[src/rtl/core/dmcw_pkg.sv]
// Shared types, codes and constants of the DMC walker engine.
package dmcw_pkg;

  localparam int unsigned MaxWalkersDef = 65536;
  localparam int unsigned HistBinsDef   = 128;
  localparam int unsigned MaxBranchDef  = 8;

  localparam logic [2:0] OpLoad    = 3'd0;
  localparam logic [2:0] OpMove    = 3'd1;
  localparam logic [2:0] OpEndGen  = 3'd2;
  localparam logic [2:0] OpReadBin = 3'd3;
  localparam logic [2:0] OpClear   = 3'd4;

  localparam logic [1:0] CfgTarget   = 2'd0;
  localparam logic [1:0] CfgTimeStep = 2'd1;
  localparam logic [1:0] CfgSqrtStep = 2'd2;
  localparam logic [1:0] CfgHistMax  = 2'd3;

  localparam logic [16:0] TargetRst   = 17'd300;
  localparam logic [15:0] TimeStepRst = 16'd3277;
  localparam logic [15:0] SqrtStepRst = 16'd14654;
  localparam logic [31:0] HistMaxRst  = 32'd655360;

  // log2(e) and ln(2) in Q16.16
  localparam logic signed [18:0] Log2eQ = 19'sd94548;
  localparam logic signed [16:0] Ln2Q   = 17'sd45426;
  // 2^f polynomial coefficients
  localparam logic [15:0] ExpC3 = 16'd5156;
  localparam logic [15:0] ExpC2 = 16'd14821;
  localparam logic [15:0] ExpC1 = 16'd45559;
  // floor(n/10) = (n * Div10Mul) >> Div10Shift for n < 2^32
  localparam logic [31:0] Div10Mul   = 32'd3435973837;
  localparam int unsigned Div10Shift = 35;
  // clamp of the exponent argument, Q16.16
  localparam logic signed [65:0] ExpArgMax = 66'sd1048576;
  localparam logic signed [65:0] ExpArgMin = -66'sd2097152;

  typedef struct packed {
    logic [2:0]         operation;
    logic [15:0]        walker_index;
    logic signed [31:0] coord_x;
    logic signed [31:0] coord_y;
    logic signed [31:0] coord_z;
    logic [15:0]        branch_random;
  } in_t;

  typedef struct packed {
    logic [16:0]        population;
    logic signed [31:0] ground_energy;
    logic [3:0]         survivors;
    logic signed [63:0] energy_sum;
    logic [62:0]        energy_square_sum;
    logic [31:0]        generations;
    logic [31:0]        bin_count;
    logic               overflow;
  } out_t;

  typedef struct packed {
    logic               alive;
    logic signed [31:0] x;
    logic signed [31:0] y;
    logic signed [31:0] z;
  } walker_t;

  function automatic logic signed [31:0] sat32(input logic signed [63:0] v);
    logic signed [31:0] r;
    if (v > 64'sd2147483647) r = 32'sh7fffffff;
    else if (v < -64'sd2147483648) r = 32'sh80000000;
    else r = 32'(v);
    return r;
  endfunction

endpackage

[src/rtl/core/dmcw_hist_mem.sv]
// Radial histogram store, one write and one registered read port.
module dmcw_hist_mem import dmcw_pkg::*; #(
  parameter int unsigned Depth = HistBinsDef,
  localparam int unsigned Aw   = $clog2(Depth)
) (
  input  logic          clk_i,
  input  logic          we_i,
  input  logic [Aw-1:0] waddr_i,
  input  logic [31:0]   wdata_i,
  input  logic          re_i,
  input  logic [Aw-1:0] raddr_i,
  output logic [31:0]   rdata_o
);

  logic [31:0] mem_q [Depth];
  logic [31:0] rdata_q;

  always_ff @(posedge clk_i) begin
    if (we_i) mem_q[waddr_i] <= wdata_i;
    if (re_i) rdata_q <= mem_q[raddr_i];
  end

  assign rdata_o = rdata_q;

endmodule

[config.mk]
export PLATFORM = sky130hd
export DESIGN_NAME = dmcw_hist_mem
export DESIGN_NICKNAME = d
export VERILOG_FILES = /design/src/rtl/core/dmcw_pkg.sv /design/src/rtl/core/dmcw_hist_mem.sv
export SDC_FILE = /design/constraint.sdc
export NUM_CORES = 2
export LEC_CHECK = 0
export BUFFER_PORTS_ARGS = -buffer_cell sky130_fd_sc_hd__buf_4
export CAP_MARGIN = 10
export CORE_MARGIN = 3
export CORE_UTILIZATION = 59
export CTS_BUF_LIST = sky130_fd_sc_hd__clkbuf_8
export CTS_CLUSTER_DIAMETER = 80
export DETAILED_ROUTE_END_ITERATION = 8
export GPL_ROUTABILITY_DRIVEN = 0
export PLACE_DENSITY_LB_ADDON = 0.08
export SYNTH_ARGS = -nofsm -noshare
export SYNTH_HDL_FRONTEND = slang
export SYNTH_SLANG_ARGS = --single-unit
[constraint.sdc]
create_clock -name clk_i -period 4 [get_ports clk_i]
set_input_delay 0.8 -clock clk_i [delete_from_list [all_inputs] [get_ports clk_i]]
set_output_delay 0.8 -clock clk_i [all_outputs]
set_load 0.005 [all_outputs]
-- Yosys cells after proc, flatten, opt, wreduce, memory -nomap -nowiden
Memories as Yosys holds them, arrays and structs flattened. A register that Yosys moved wholly into a read port is not among the register bits.
Cells that the tools add are included.
- flip-flop bits (word level): 0
- bits in writable memories: 4096
- input bits: 49
- output and inout port bits: 32
- word-level logic and storage cells: 3
- memories: 1
- mux-type cells: 2
- memories (name ; words ; width ; read ports ; clocked after memory_dff ; wr ports ; line ; source):
    mem_q ; 128 ; 32 ; 1 ; 1 ; 1 ; dmcw_hist_mem.sv:15 ; logic [31:0] mem_q [Depth];
- operators by type and width (kind ; count):
    $mux W1 ; 2

-- Longest topological paths before layout
- depth after elaboration: 2
- mapped depth: 8
- mapped depth without buffers: 4

-- Least setup slack after synthesis
OpenSTA, ideal clock, no wires.
- path type: input port to flip-flop
- start: input we_i
- end: memory mem_q[98][0], enable pin
- library setup time: 0.461 ns
- arrival time: 3.578 ns
- data required time: 3.539 ns
- setup slack: -0.039 ns
- stages on the path: 3
- path buffers: 1
- cells stage by stage: clkbuf_1 -> nand4_1 -> nor3_1
- word-level cells in the longest chain between the ends: 2
- ends and longest elaborated chain (what ; line ; source):
    start, declared ; dmcw_hist_mem.sv:7 ; input logic we_i,
    $mux W1 ; dmcw_hist_mem.sv:19 ; if (we_i) mem_q[waddr_i] <= wdata_i;
    $mux W1 (implied by the code) ; dmcw_hist_mem.sv:19 ;
    end, declared ; dmcw_hist_mem.sv:15 ;
No other way between the ends.

==> results.toml <==
[synth]
syn-num-nets = 6039
synth_flop_cell = "edfxtp_1"
ys_warn_count = 0
ys_types = 16
yosysMostFrequentCell = "edfxtp_1"
yosysTopAreaCell = "edfxtp_1"
yosysTopAreaCellShare_pct = 79.2
synth-seq-area-share_pct = 79.2
syn_inst = 5990
synth_area_leaders = "edfxtp_1, mux4_2, clkbuf_1, nor2_1, buf_2"
synth_edf_count = 4128
synth.avg_cell_area_um2 = 26.1
synth_commonest_cells = "edfxtp_1, mux4_2, clkbuf_1, nor2_1, buf_2"
synth_area_um2 = 157000
synth-seq-cells = 4128
ys_async_sr_fraction_pct = 0

[placed_design]
dp_cells = 9737
post-place-ws_ps = -246
numPortBuffers = 80
dpl.hpwl_um = 229000

[layout]
areaGrowthSynthToFinish_pct = 14.3
final_layout_size_suffix_gt1_share_pct = 38.5
nets = 6920
multi_input_comb_area_um2 = 32300
fillers = 16100
seq_area_um2 = 124000
final_cells = 10900
post-route-util_pct = 68.0

[setup_path]
cp.required_ps = 4900
worstSetupEndpointType = "register"
critPathLaunchType = "input port"
arrival_ps = 3950
worstPathMaxFanout = 25
crit_type = "in -> reg"
rrSetupSlack_ps = 1150

[floorplanning]
start_util_pct = 59.5
die_h_um = 521
pin_count = 81
die_area_um2 = 272000
core_um2 = 263000
rows = 188
die_x_um = 521

[timing]
layout_setup_ws_ps = 949
finalHoldViolCount = 0
tightest_slew_ps = 1320
relSlewSlack_pct = 12.3
rsz0062_at_grt = "false"
post-route-period-util_pct = 76.3
fmax_mhz = 328
post-route-min-period_ps = 3050
finalSetupViolations = 0
drv_slew = 0
hold_ws_ps = 160
setup_tns_ps = 0
fin_skew_ps = 47.2

[clock_tree]
cts_num_sinks = 4128
cts_resized = 0
cts_hold_buf = 0
root_buffer = "clkbuf_8"
cts_tree = "yes"
clockBufferDepth = 4
cts_buffers = 647
clk_pin_slew_ps = 60
clkLatencyLatePin_ps = 1170
cts_setup_buffers = 0
htreeDepth = 6

[routing]
num_vias = 73700
firstDrtPassIters = 6
wl_um = 409000
drtIter0Drc = 11000
ant_nets = 0
via_per_inst = 6.76
post_drt_wl_per_cell_um = 37.6
drc_errors = 0

[pwr]
powerDensity_nw_per_um2 = 474
p_leak_nw = 56.0
p_switching_mw = 19.1
p_clk_share_pct = 37.8
p_comb_share_pct = 5.7
sw_frac_of_total_pct = 22.5
vdd_drop_max_mv = 0.360
seq_power_share_pct = 56.5
p_int_mw = 65.7

[global_route]
grt_max_degree = 129
grt_pass1_wl_um = 575000
grt_pass1_vias = 74200
grt_usage_pct = 30.7
antenna_found_initial = 48
grt_overflow_total = 0

[job]
cap_viol_max_count = 0

[outcome]
run_status = "finished clean"

[hold_path]
hold_path_class = "in -> reg"
cells in the final DEF, fill, tap and decap left out, drive strengths merged, types with 9 or more instances in the layout:
cell type	count
edfxtp	4128
mux4	1344
clkbuf	660
buf	548
clkinv	239
inv	209
nor2	122
mux2	32
clkinvlp	24
diode	18
nand2	14
nand3	12
nor3	9
bufinv	9
sequential cells by signal, summed over array words and instances (netlist names):
register and cells:
rdata_o 32, mem_q 4096
per-layer routing:
metal,part of all wire [%],GRT usage (%),vias up
met5,0.018,0,-
met4,2.5,8.24,10
met3,12,7.36,580
met2,47,46.4,4635
met1,38,46.4,40100
li1,-,-,28400
logic make-up after synthesis:
kind of cell | Yosys count | synth area share [%]
DFF | 4128 | 79.2
and+or+nand+nor | 170 | 0.445
muxes | 1376 | 19.6
buffers and inverters | 316 | 0.837
critical path: stages:
cell    delay [ps]
buf_16         220
buf_12         300
buf_4          240
buf_12         200
mux4_2         520
mux4_2         480
mux4_2         690
mux2_2         350
through the flow:
step / area (um2) / power [mW]
final: 179000 / 84.8
after global routing: 179000 / 87.5
after CTS: 179000 / 85.3
after detailed placement: 167000 / 53.7
after global placement: 167000 / 53.6
after floorplan: 157000 / 51.1
power groups by stage:
stage          clock, mW  combinational (mW)  sequential [mW]
4_1_cts             32.5                4.85             48.0
6_report            32.0                4.85             48.0
5_1_grt             34.5                5.05             47.9
2_1_floorplan          0                2.31             48.8
3_5_place_dp           0                4.84             48.9
3_3_place_gp           0                4.77             48.8
final cells by class:
class	count	area share [%]
timing repair buffer	548	3.80
antenna	18	0.0252
tap	3515	2.46
clock buffer	660	5.08
clock inverter	481	1.32
sequential	4128	69.3
multi-input combinational	1546	18.0
final timing paths:
kind                                 from  cells after the start                      end
setup reg to reg  mem_q[31][13]$_DFFE_PP_                      4    rdata_o[13]$_DFFE_PP_
hold / removal                wdata_i[28]                      1  mem_q[90][28]$_DFFE_PP_
hold reg to reg    mem_q[82][0]$_DFFE_PP_                      4     rdata_o[0]$_DFFE_PP_
setup / recovery               raddr_i[0]                      8    rdata_o[23]$_DFFE_PP_
Power figures use the tool's default switching activity.
